===== config.mk =====
export PLATFORM = sky130hd
export DESIGN_NAME = sssm_ctrl_flat
export DESIGN_NICKNAME = d
export VERILOG_FILES = /design/src/hw/rtl/sssm_pkg.sv /design/src/hw/rtl/sssm_req_if.sv /design/src/hw/rtl/sssm_rsp_if.sv /design/src/hw/rtl/sssm_ctrl.sv /design/src/flat_wrapper.sv
export SDC_FILE = /design/constraint.sdc
export NUM_CORES = 1
export LEC_CHECK = 0
export ABC_CLOCK_PERIOD_IN_PS = 6200
export BUFFER_PORTS_ARGS = -buffer_cell sky130_fd_sc_hd__buf_2
export CAP_MARGIN = 10
export CORE_MARGIN = 2
export CORE_UTILIZATION = 44
export CTS_BUF_LIST = sky130_fd_sc_hd__clkbuf_4 sky130_fd_sc_hd__clkbuf_8
export DETAILED_ROUTE_END_ITERATION = 10
export GPL_ROUTABILITY_DRIVEN = 0
export PLACE_DENSITY = 0.67
export SYNTH_ARGS = -nofsm -noshare
export SYNTH_HDL_FRONTEND = slang
export SYNTH_SLANG_ARGS = --single-unit

===== constraint.sdc =====
create_clock -name clk_i -period 6.2 [get_ports clk_i]
set_clock_uncertainty 0.05 [all_clocks]
set_input_delay 0.62 -clock clk_i [delete_from_list [all_inputs] [get_ports clk_i]]
set_output_delay 0.62 -clock clk_i [all_outputs]
set_load 0.05 [all_outputs]

===== src/hw/rtl/sssm_pkg.sv =====
`timescale 1ns / 1ps
// ----------------------------------------------------------------------------
// sssm_pkg: shared definitions for the component slot map
// Sizes, field widths, op and status codes, sequencer states and the
// structs passed between the slot map modules.
// ----------------------------------------------------------------------------
package sssm_pkg;

  // Store geometry
  localparam int COMPONENT_TYPES = 8;
  localparam int ENTITIES        = 256;
  localparam int SLOTS_PER_TYPE  = 256;

  localparam int TYPE_W = (COMPONENT_TYPES > 1) ? $clog2(COMPONENT_TYPES) : 1;
  localparam int ENT_W  = $clog2(ENTITIES);
  localparam int SLOT_W = (SLOTS_PER_TYPE > 1) ? $clog2(SLOTS_PER_TYPE) : 1;
  localparam int CNT_W  = $clog2(SLOTS_PER_TYPE + 1);

  // Port field widths
  localparam int MASK_W   = 8;
  localparam int OP_W     = 2;
  localparam int EIDX_W   = 8;
  localparam int TIDX_W   = 3;
  localparam int STATUS_W = 3;
  localparam int OSLOT_W  = 8;
  localparam int BITS_W   = 8;
  localparam int OENT_W   = 8;

  // Op codes (any other code acts as a lookup)
  localparam logic [OP_W-1:0] OP_ADD    = 2'd0;
  localparam logic [OP_W-1:0] OP_REMOVE = 2'd1;
  localparam logic [OP_W-1:0] OP_LOOKUP = 2'd2;

  // Status codes
  localparam logic [STATUS_W-1:0] ST_ADDED    = 3'd0;
  localparam logic [STATUS_W-1:0] ST_PRESENT  = 3'd1;
  localparam logic [STATUS_W-1:0] ST_ABSENT   = 3'd2;
  localparam logic [STATUS_W-1:0] ST_DISABLED = 3'd3;
  localparam logic [STATUS_W-1:0] ST_FULL     = 3'd4;

  typedef enum logic [1:0] {
    S_IDLE,
    S_EVAL,
    S_MOVE,
    S_DONE
  } state_e;

  // One lane of an entity row: mapping of that entity for one type
  typedef struct packed {
    logic              valid;
    logic [SLOT_W-1:0] slot;
  } e2s_entry_t;

  typedef e2s_entry_t [COMPONENT_TYPES-1:0] e2s_row_t;

  // Memory access request from the sequencer
  typedef struct packed {
    logic              e2s_re;
    logic [ENT_W-1:0]  e2s_raddr;
    logic              e2s_we;
    logic [ENT_W-1:0]  e2s_waddr;
    logic [TYPE_W-1:0] e2s_wlane;
    e2s_entry_t        e2s_wdata;
    logic              s2e_re;
    logic [TYPE_W-1:0] s2e_rtype;
    logic [SLOT_W-1:0] s2e_rslot;
    logic              s2e_we;
    logic [TYPE_W-1:0] s2e_wtype;
    logic [SLOT_W-1:0] s2e_wslot;
    logic [ENT_W-1:0]  s2e_wdata;
  } map_req_t;

  // Configuration state seen by the sequencer
  typedef struct packed {
    logic [MASK_W-1:0]          mask;
    logic [COMPONENT_TYPES-1:0] siu_clr;
    logic                       sweep_busy;
  } cfg_ctl_t;

  // One result transaction
  typedef struct packed {
    logic [STATUS_W-1:0] status;
    logic [OSLOT_W-1:0]  slot;
    logic [BITS_W-1:0]   type_bits;
    logic                moved;
    logic [OSLOT_W-1:0]  move_from_slot;
    logic [OENT_W-1:0]   moved_entity;
  } res_t;

endpackage


===== src/hw/rtl/sssm_req_if.sv =====
`timescale 1ns / 1ps
// ----------------------------------------------------------------------------
// sssm_req_if: request channel
// Valid/ready channel carrying one access (op, entity, type).
// ----------------------------------------------------------------------------
interface sssm_req_if;
  import sssm_pkg::*;

  logic              valid;
  logic              ready;
  logic [OP_W-1:0]   op;
  logic [EIDX_W-1:0] ent_idx;
  logic [TIDX_W-1:0] type_index;

  modport source (output valid, output op, output ent_idx, output type_index,
                  input ready);
  modport sink   (input valid, input op, input ent_idx, input type_index,
                  output ready);
endinterface


===== src/hw/rtl/sssm_rsp_if.sv =====
`timescale 1ns / 1ps
// ----------------------------------------------------------------------------
// sssm_rsp_if: result channel
// Valid/ready channel carrying one access result.
// ----------------------------------------------------------------------------
interface sssm_rsp_if;
  import sssm_pkg::*;

  logic                valid;
  logic                ready;
  logic [STATUS_W-1:0] status;
  logic [OSLOT_W-1:0]  slot;
  logic [BITS_W-1:0]   type_bits;
  logic                moved;
  logic [OSLOT_W-1:0]  move_from_slot;
  logic [OENT_W-1:0]   moved_entity;

  modport source (output valid, output status, output slot, output type_bits,
                  output moved, output move_from_slot, output moved_entity,
                  input ready);
  modport sink   (input valid, input status, input slot, input type_bits,
                  input moved, input move_from_slot, input moved_entity,
                  output ready);
endinterface


===== src/hw/rtl/sssm_ctrl.sv =====
`timescale 1ns / 1ps
// ----------------------------------------------------------------------------
// sssm_ctrl: access sequencer
// Steps one access through row read, evaluate/update and the optional
// swap move; owns slots-in-use counters and the output register.
// ----------------------------------------------------------------------------
module sssm_ctrl (
  input  logic                       clk_i,
  input  logic                       rst_ni,
  input  sssm_pkg::cfg_ctl_t         cfg_i,
  sssm_req_if.sink                   req_i,
  sssm_rsp_if.source                 rsp_o,
  output sssm_pkg::map_req_t         map_req_o,
  input  sssm_pkg::e2s_row_t         e2s_rdata_i,
  input  logic [sssm_pkg::ENT_W-1:0] s2e_rdata_i
);
  import sssm_pkg::*;

  state_e state_q, state_d;

  logic [OP_W-1:0]   op_q;
  logic [EIDX_W-1:0] eidx_q;
  logic [TIDX_W-1:0] tidx_q;
  logic [SLOT_W-1:0] slot_q, last_q;
  logic [CNT_W-1:0]  siu_q [COMPONENT_TYPES];
  res_t              res_q, res_d;
  res_t              out_q;
  logic              out_valid_q;

  logic                       accept, out_free, need_move, save_move, siu_we;
  logic [CNT_W-1:0]           siu_wdata, siu_cur;
  logic                       type_ok, ent_ok;
  logic [TYPE_W-1:0]          tsel;
  e2s_entry_t                 cur;
  logic [COMPONENT_TYPES-1:0] vbits, tbit;

  assign req_i.ready = (state_q == S_IDLE) && !cfg_i.sweep_busy;
  assign accept      = req_i.valid && req_i.ready;
  assign out_free    = !out_valid_q || rsp_o.ready;

  assign tsel    = TYPE_W'(tidx_q);
  assign type_ok = (int'(tidx_q) < COMPONENT_TYPES) && cfg_i.mask[tidx_q];
  assign ent_ok  = int'(eidx_q) < ENTITIES;
  assign cur     = e2s_rdata_i[tsel];
  assign tbit    = COMPONENT_TYPES'(1) << tsel;
  assign siu_cur = siu_q[tsel];

  always_comb begin
    for (int i = 0; i < COMPONENT_TYPES; i++) begin
      vbits[i] = e2s_rdata_i[i].valid;
    end
  end

  // Next state
  always_comb begin
    state_d = state_q;
    unique case (state_q)
      S_IDLE: if (accept) state_d = S_EVAL;
      S_EVAL: state_d = need_move ? S_MOVE : S_DONE;
      S_MOVE: state_d = S_DONE;
      S_DONE: if (out_free) state_d = S_IDLE;
      default: state_d = S_IDLE;
    endcase
  end

  // Outputs: memory requests, result, counter update
  always_comb begin
    map_req_o = '0;
    res_d     = res_q;
    siu_we    = 1'b0;
    siu_wdata = siu_cur;
    need_move = 1'b0;
    save_move = 1'b0;
    unique case (state_q)
      S_IDLE: begin
        map_req_o.e2s_re    = accept;
        map_req_o.e2s_raddr = ENT_W'(req_i.ent_idx);
      end
      S_EVAL: begin
        res_d        = '0;
        res_d.status = ST_ABSENT;
        if (!type_ok) begin
          res_d.status = ST_DISABLED;
          if (ent_ok) res_d.type_bits = BITS_W'(vbits);
        end else if (ent_ok) begin
          res_d.type_bits = BITS_W'(vbits);
          if (op_q == OP_ADD) begin
            if (cur.valid) begin
              res_d.status = ST_PRESENT;
              res_d.slot   = OSLOT_W'(cur.slot);
            end else if (siu_cur >= CNT_W'(SLOTS_PER_TYPE)) begin
              res_d.status = ST_FULL;
            end else begin
              res_d.status    = ST_ADDED;
              res_d.slot      = OSLOT_W'(siu_cur);
              res_d.type_bits = BITS_W'(vbits | tbit);
              siu_we          = 1'b1;
              siu_wdata       = siu_cur + CNT_W'(1);
              map_req_o.e2s_we          = 1'b1;
              map_req_o.e2s_waddr       = ENT_W'(eidx_q);
              map_req_o.e2s_wlane       = tsel;
              map_req_o.e2s_wdata.valid = 1'b1;
              map_req_o.e2s_wdata.slot  = SLOT_W'(siu_cur);
              map_req_o.s2e_we          = 1'b1;
              map_req_o.s2e_wtype       = tsel;
              map_req_o.s2e_wslot       = SLOT_W'(siu_cur);
              map_req_o.s2e_wdata       = ENT_W'(eidx_q);
            end
          end else if (op_q == OP_REMOVE) begin
            if (cur.valid && (siu_cur != '0)) begin
              res_d.status    = ST_PRESENT;
              res_d.slot      = OSLOT_W'(cur.slot);
              res_d.type_bits = BITS_W'(vbits & ~tbit);
              siu_we          = 1'b1;
              siu_wdata       = siu_cur - CNT_W'(1);
              map_req_o.e2s_we    = 1'b1;
              map_req_o.e2s_waddr = ENT_W'(eidx_q);
              map_req_o.e2s_wlane = tsel;
              // freed slot not the last one: fetch the last slot's owner
              if (cur.slot != SLOT_W'(siu_wdata)) begin
                need_move           = 1'b1;
                save_move           = 1'b1;
                map_req_o.s2e_re    = 1'b1;
                map_req_o.s2e_rtype = tsel;
                map_req_o.s2e_rslot = SLOT_W'(siu_wdata);
              end
            end
          end else begin
            if (cur.valid) begin
              res_d.status = ST_PRESENT;
              res_d.slot   = OSLOT_W'(cur.slot);
            end
          end
        end
      end
      S_MOVE: begin
        map_req_o.e2s_we          = 1'b1;
        map_req_o.e2s_waddr       = s2e_rdata_i;
        map_req_o.e2s_wlane       = tsel;
        map_req_o.e2s_wdata.valid = 1'b1;
        map_req_o.e2s_wdata.slot  = slot_q;
        map_req_o.s2e_we          = 1'b1;
        map_req_o.s2e_wtype       = tsel;
        map_req_o.s2e_wslot       = slot_q;
        map_req_o.s2e_wdata       = s2e_rdata_i;
        res_d.moved               = 1'b1;
        res_d.move_from_slot      = OSLOT_W'(last_q);
        res_d.moved_entity        = OENT_W'(s2e_rdata_i);
      end
      S_DONE: begin
      end
      default: begin
      end
    endcase
  end

  always_ff @(posedge clk_i or negedge rst_ni) begin
    if (!rst_ni) begin
      state_q     <= S_IDLE;
      out_valid_q <= 1'b0;
      for (int i = 0; i < COMPONENT_TYPES; i++) begin
        siu_q[i] <= '0;
      end
    end else begin
      state_q <= state_d;
      if ((state_q == S_DONE) && out_free) begin
        out_valid_q <= 1'b1;
      end else if (rsp_o.ready) begin
        out_valid_q <= 1'b0;
      end
      for (int i = 0; i < COMPONENT_TYPES; i++) begin
        if (cfg_i.siu_clr[i]) begin
          siu_q[i] <= '0;
        end else if (siu_we && (tsel == TYPE_W'(i))) begin
          siu_q[i] <= siu_wdata;
        end
      end
    end
  end

  always_ff @(posedge clk_i) begin
    if (accept) begin
      op_q   <= req_i.op;
      eidx_q <= req_i.ent_idx;
      tidx_q <= req_i.type_index;
    end
    res_q <= res_d;
    if (save_move) begin
      slot_q <= cur.slot;
      last_q <= SLOT_W'(siu_wdata);
    end
    if ((state_q == S_DONE) && out_free) begin
      out_q <= res_q;
    end
  end

  assign rsp_o.valid          = out_valid_q;
  assign rsp_o.status         = out_q.status;
  assign rsp_o.slot           = out_q.slot;
  assign rsp_o.type_bits      = out_q.type_bits;
  assign rsp_o.moved          = out_q.moved;
  assign rsp_o.move_from_slot = out_q.move_from_slot;
  assign rsp_o.moved_entity   = out_q.moved_entity;

  a_accept_eval: assert property (@(posedge clk_i) disable iff (!rst_ni)
    accept |=> state_q == S_EVAL)
    else $error("accepted transaction did not enter evaluation");

  a_move_remove: assert property (@(posedge clk_i) disable iff (!rst_ni)
    state_q == S_MOVE |-> (op_q == OP_REMOVE) && ($past(state_q) == S_EVAL))
    else $error("swap move outside a remove");

  a_siu_bound: assert property (@(posedge clk_i) disable iff (!rst_ni)
    state_q == S_EVAL |-> siu_cur <= CNT_W'(SLOTS_PER_TYPE))
    else $error("slots in use exceeds capacity");

  a_done_hold: assert property (@(posedge clk_i) disable iff (!rst_ni)
    (state_q == S_DONE) && out_valid_q && !rsp_o.ready |=> state_q == S_DONE)
    else $error("result left done while output register full");

endmodule


===== src/flat_wrapper.sv =====
// flat-port wrapper written by rule: the top's interface ports become plain ports
module sssm_ctrl_flat import sssm_pkg::*;
  (clk_i, rst_ni, cfg_i, map_req_o, e2s_rdata_i, s2e_rdata_i, req_i_valid, req_i_op, req_i_ent_idx, req_i_type_index, req_i_ready, rsp_o_valid, rsp_o_status, rsp_o_slot, rsp_o_type_bits, rsp_o_moved, rsp_o_move_from_slot, rsp_o_moved_entity, rsp_o_ready);
  sssm_req_if req_i_i ();
  sssm_rsp_if rsp_o_i ();
  input  logic clk_i;
  input  logic rst_ni;
  input  sssm_pkg::cfg_ctl_t cfg_i;
  output sssm_pkg::map_req_t map_req_o;
  input  sssm_pkg::e2s_row_t e2s_rdata_i;
  input  logic [sssm_pkg::ENT_W-1:0] s2e_rdata_i;
  input wire logic [$bits(req_i_i.valid)-1:0] req_i_valid;
  input wire logic [$bits(req_i_i.op)-1:0] req_i_op;
  input wire logic [$bits(req_i_i.ent_idx)-1:0] req_i_ent_idx;
  input wire logic [$bits(req_i_i.type_index)-1:0] req_i_type_index;
  output wire logic [$bits(req_i_i.ready)-1:0] req_i_ready;
  output wire logic [$bits(rsp_o_i.valid)-1:0] rsp_o_valid;
  output wire logic [$bits(rsp_o_i.status)-1:0] rsp_o_status;
  output wire logic [$bits(rsp_o_i.slot)-1:0] rsp_o_slot;
  output wire logic [$bits(rsp_o_i.type_bits)-1:0] rsp_o_type_bits;
  output wire logic [$bits(rsp_o_i.moved)-1:0] rsp_o_moved;
  output wire logic [$bits(rsp_o_i.move_from_slot)-1:0] rsp_o_move_from_slot;
  output wire logic [$bits(rsp_o_i.moved_entity)-1:0] rsp_o_moved_entity;
  input wire logic [$bits(rsp_o_i.ready)-1:0] rsp_o_ready;
  assign req_i_i.valid = req_i_valid;
  assign req_i_i.op = req_i_op;
  assign req_i_i.ent_idx = req_i_ent_idx;
  assign req_i_i.type_index = req_i_type_index;
  assign req_i_ready = req_i_i.ready;
  assign rsp_o_valid = rsp_o_i.valid;
  assign rsp_o_status = rsp_o_i.status;
  assign rsp_o_slot = rsp_o_i.slot;
  assign rsp_o_type_bits = rsp_o_i.type_bits;
  assign rsp_o_moved = rsp_o_i.moved;
  assign rsp_o_move_from_slot = rsp_o_i.move_from_slot;
  assign rsp_o_moved_entity = rsp_o_i.moved_entity;
  assign rsp_o_i.ready = rsp_o_ready;
  sssm_ctrl u_core (.clk_i(clk_i), .rst_ni(rst_ni), .cfg_i(cfg_i), .req_i(req_i_i), .rsp_o(rsp_o_i), .map_req_o(map_req_o), .e2s_rdata_i(e2s_rdata_i), .s2e_rdata_i(s2e_rdata_i));
endmodule

==> out/qor.txt <==
Status -> completed
Most flops, register -> u_core.siu_q
Syn Area/Cell -> 11.2 um^2
Main combinational cell family by area after synthesis -> simple AND/OR/NAND/NOR gates
Clock Power Share -> 20.8%
Netlist cell types -> 64
Leak Pwr -> 4.74 nW
Synth Area in Simple Gates -> 16.2%
Syn. warnings -> 0
First drt pass iteration count -> 6
Post-synth top flop -> edfxtp_1
I/O Pins -> 214
Cell breakdown of the critical path -> buf_4, nand2b_1, o22ai_1, nor2_1, nor3_2, xnor2_1, nand4_1, o21ai_2, inv_1, buf_2
Crit path capture type -> output pin
Crit path depth -> 10
Worst-path clk slew -> 0.11 ns
CTS tree -> built
Comb pwr share -> 39.2%
First-pass GRT wire length -> 41600 um
Post-CTS Setup Bufs -> 0
Fill count -> 1898
Compound-Gate Fraction of Synth Area -> 12.9%
Fmax -> 0.180 GHz
Multi-input gate area -> 4250 um^2
Largest registers -> u_core.siu_q x72, u_core.res_q x36
Largest register FFs -> 72
Initial Utilization -> 45.1%
Largest stage delay on the critical path -> 0.98 ns
Fin crit share -> 89.7%
Switching pwr -> 0.00177 W
Max-Cap Viols -> 0
CP delay by family, top -> buffers and inverters
Core area -> 21200 um^2
Wire length per cell -> 21.0 um
Synth Area in XOR/XNOR -> 2.33%
Worst hold path type -> in -> reg
Worst Setup Path Type -> reg -> out
Largest net degree at the start of global routing -> 76
Worst-margin pin slew -> 1.28 ns
N_diodes -> 0
# DRC -> 0
Critical path data arrival time -> 4.89 ns
Max Root-Sink Buffers -> 2
Worst EP required -> 5.53 ns
Commonest non-fill, non-tap cell in the layout -> buf_2
Time the worst path needs with I/O delays and setup -> 5.56 ns
DIE WIDTH -> 152 um
Largest cells by area after synthesis -> edfxtp_1, dfrtp_1, mux4_2
CTS Root Cell -> clkbuf_8
R2r worst-path depth -> 9
Crit path buf inv count -> 3
Row cnt -> 53
Synth Instances -> 854
Placed cells -> 1292
Antenna violations before repair -> 0
Post-synth top area cell -> edfxtp_1
Peak VDD IR -> 0.000183 V
Layout cells sized above 1 -> 31.6%
All-Layer GR Usage -> 24.3%
Worst path slowest cell -> edfxtp_1
Setup slack after layout -> 0.636 ns
Mapped Area -> 9580 um^2
Die H -> 152 um
Switching portion of total power -> 43.5%
Sink of the worst hold path -> u_core.op_q[1]
Die footprint -> 23000 um^2
TNS Setup -> 0 ns
Final setup violation count -> 0
Layout area overhead -> 16.8%
DP HPWL -> 20400 um
Num CTS Buffers -> 17
Storage cell area -> 4910 um^2
PortBufs -> 213
Synth top area share -> 31.7%
Relative slew margins -> 14.0%
Pwr/cell area -> 364 nW/um^2
Gr ovfl total -> 0
RR Startpoint -> u_core.tidx_q[1]
Unrepaired setup endpoints after global routing -> false
Vias -> 7719
Syn Nets -> 977
Cells on Worst Hold Path -> 1
Post-route ant nets -> 0
Later-pin clock latency in the skew report -> 0.49 ns
Most frequent cells in the layout -> buf_2, nor2_1, edfxtp_1
Final net count -> 1159
1st-iter DRT viols -> 877
Total chip power -> 0.00407 W
Drt total wl -> 27900 um
CTS Hold Buffers Added -> 0
Asr flop ratio synth -> 42.6%
Synth Area in Adders -> 1.18%
Sequential element share of the synthesized area -> 51.3%
Critical path peak fanout -> 36
Mux contribution to synthesized area -> 11.7%
DR vias/cell -> 5.83
Fin cells -> 1324
Synthesized flop and latch total -> 176
Hold path startpoint -> req_i_op[1]
Post-synth EDFFs -> 101
Vias in the first global route -> 7176
Htree depth -> 4
Dpl ws -> 1.23 ns
Post-CTS sizing -> 0
Clock sinks -> 176
R2r setup slk -> 1.41 ns
End of the worst register-to-register path -> u_core.last_q[7]
Worst setup SP type -> flip-flop
Internal -> 0.00230 W
Worst hold slack -> 0.248 ns
Fin. max-slew vios -> 0
Final Hold Fails -> 0
Sequential Power Share -> 40.0%
==> final cells by class <==
cell class                 count  share of cell area [%]
clock buffer                  17                    2.09
clock inverter                15                    1.81
inverter                      26                   0.873
multi-input combinational    591                    38.0
sequential                   176                    43.9
tap                          275                    3.08
timing repair buffer         224                    10.3
==> Yosys cell counts, types with 19 or more instances <==
cell / number
nor2b_1: 21
a21oi_1: 32
mux2i_1: 25
mux4_2: 27
edfxtp_1: 101
dfrtp_1: 75
mux2_2: 22
and2_1: 25
nand2b_1: 28
o22ai_1: 21
a211oi_1: 43
nand2_1: 66
a22oi_1: 19
nor2_1: 108
buf_2: 19
inv_1: 24
==> cell families (layout without fill, tap and decap cells) <==
group	after synthesis	in the layout
AO/OA/AOI/OAI	176	176
XOR/XNOR	19	19
adder cells (fa/ha/maj)	9	9
buffers and inverters	87	282
flip-flops	176	176
multiplexers	75	75
AND/OR/NAND/NOR	312	312
==> per-layer routing <==
layer  global-route usage, %  share of wire [%]
met5                       0                  0
met4                    9.26                3.3
met2                    37.6                 47
met3                    5.15                7.7
met1                    33.7                 42
==> power groups by stage <==
stage | registers, W | logic, W | clock network (W)
final | 0.00163 | 0.00160 | 0.000847
after global routing | 0.00165 | 0.00169 | 0.000909
after CTS | 0.00163 | 0.00160 | 0.000864
after detailed placement | 0.00166 | 0.00159 | 0
after global placement | 0.00165 | 0.00158 | 0
after floorplan | 0.00193 | 0.000912 | 0
==> how the worst max path moves through the flow <==
stage,end,start,slack [ns]
3_5_place_dp,map_req_o[31],u_core.tidx_q[1],1.23
3_3_place_gp,map_req_o[31],u_core.tidx_q[1],1.35
4_1_cts,map_req_o[31],u_core.tidx_q[1],0.67
5_1_grt,map_req_o[31],u_core.tidx_q[1],0.37
6_report,map_req_o[31],u_core.tidx_q[1],0.64
2_1_floorplan,map_req_o[20],u_core.tidx_q[2],1.81
==> metrics by stage <==
stage               util, %  instance area (um^2)
floorplan                 -                  9580
global placement       50.6                 10700
detailed placement     50.6                 10700
CTS                    52.7                 11200
global route           52.7                 11200
finish                 52.7                 11200
No activity file was read; power rests on OpenSTA's default activity.
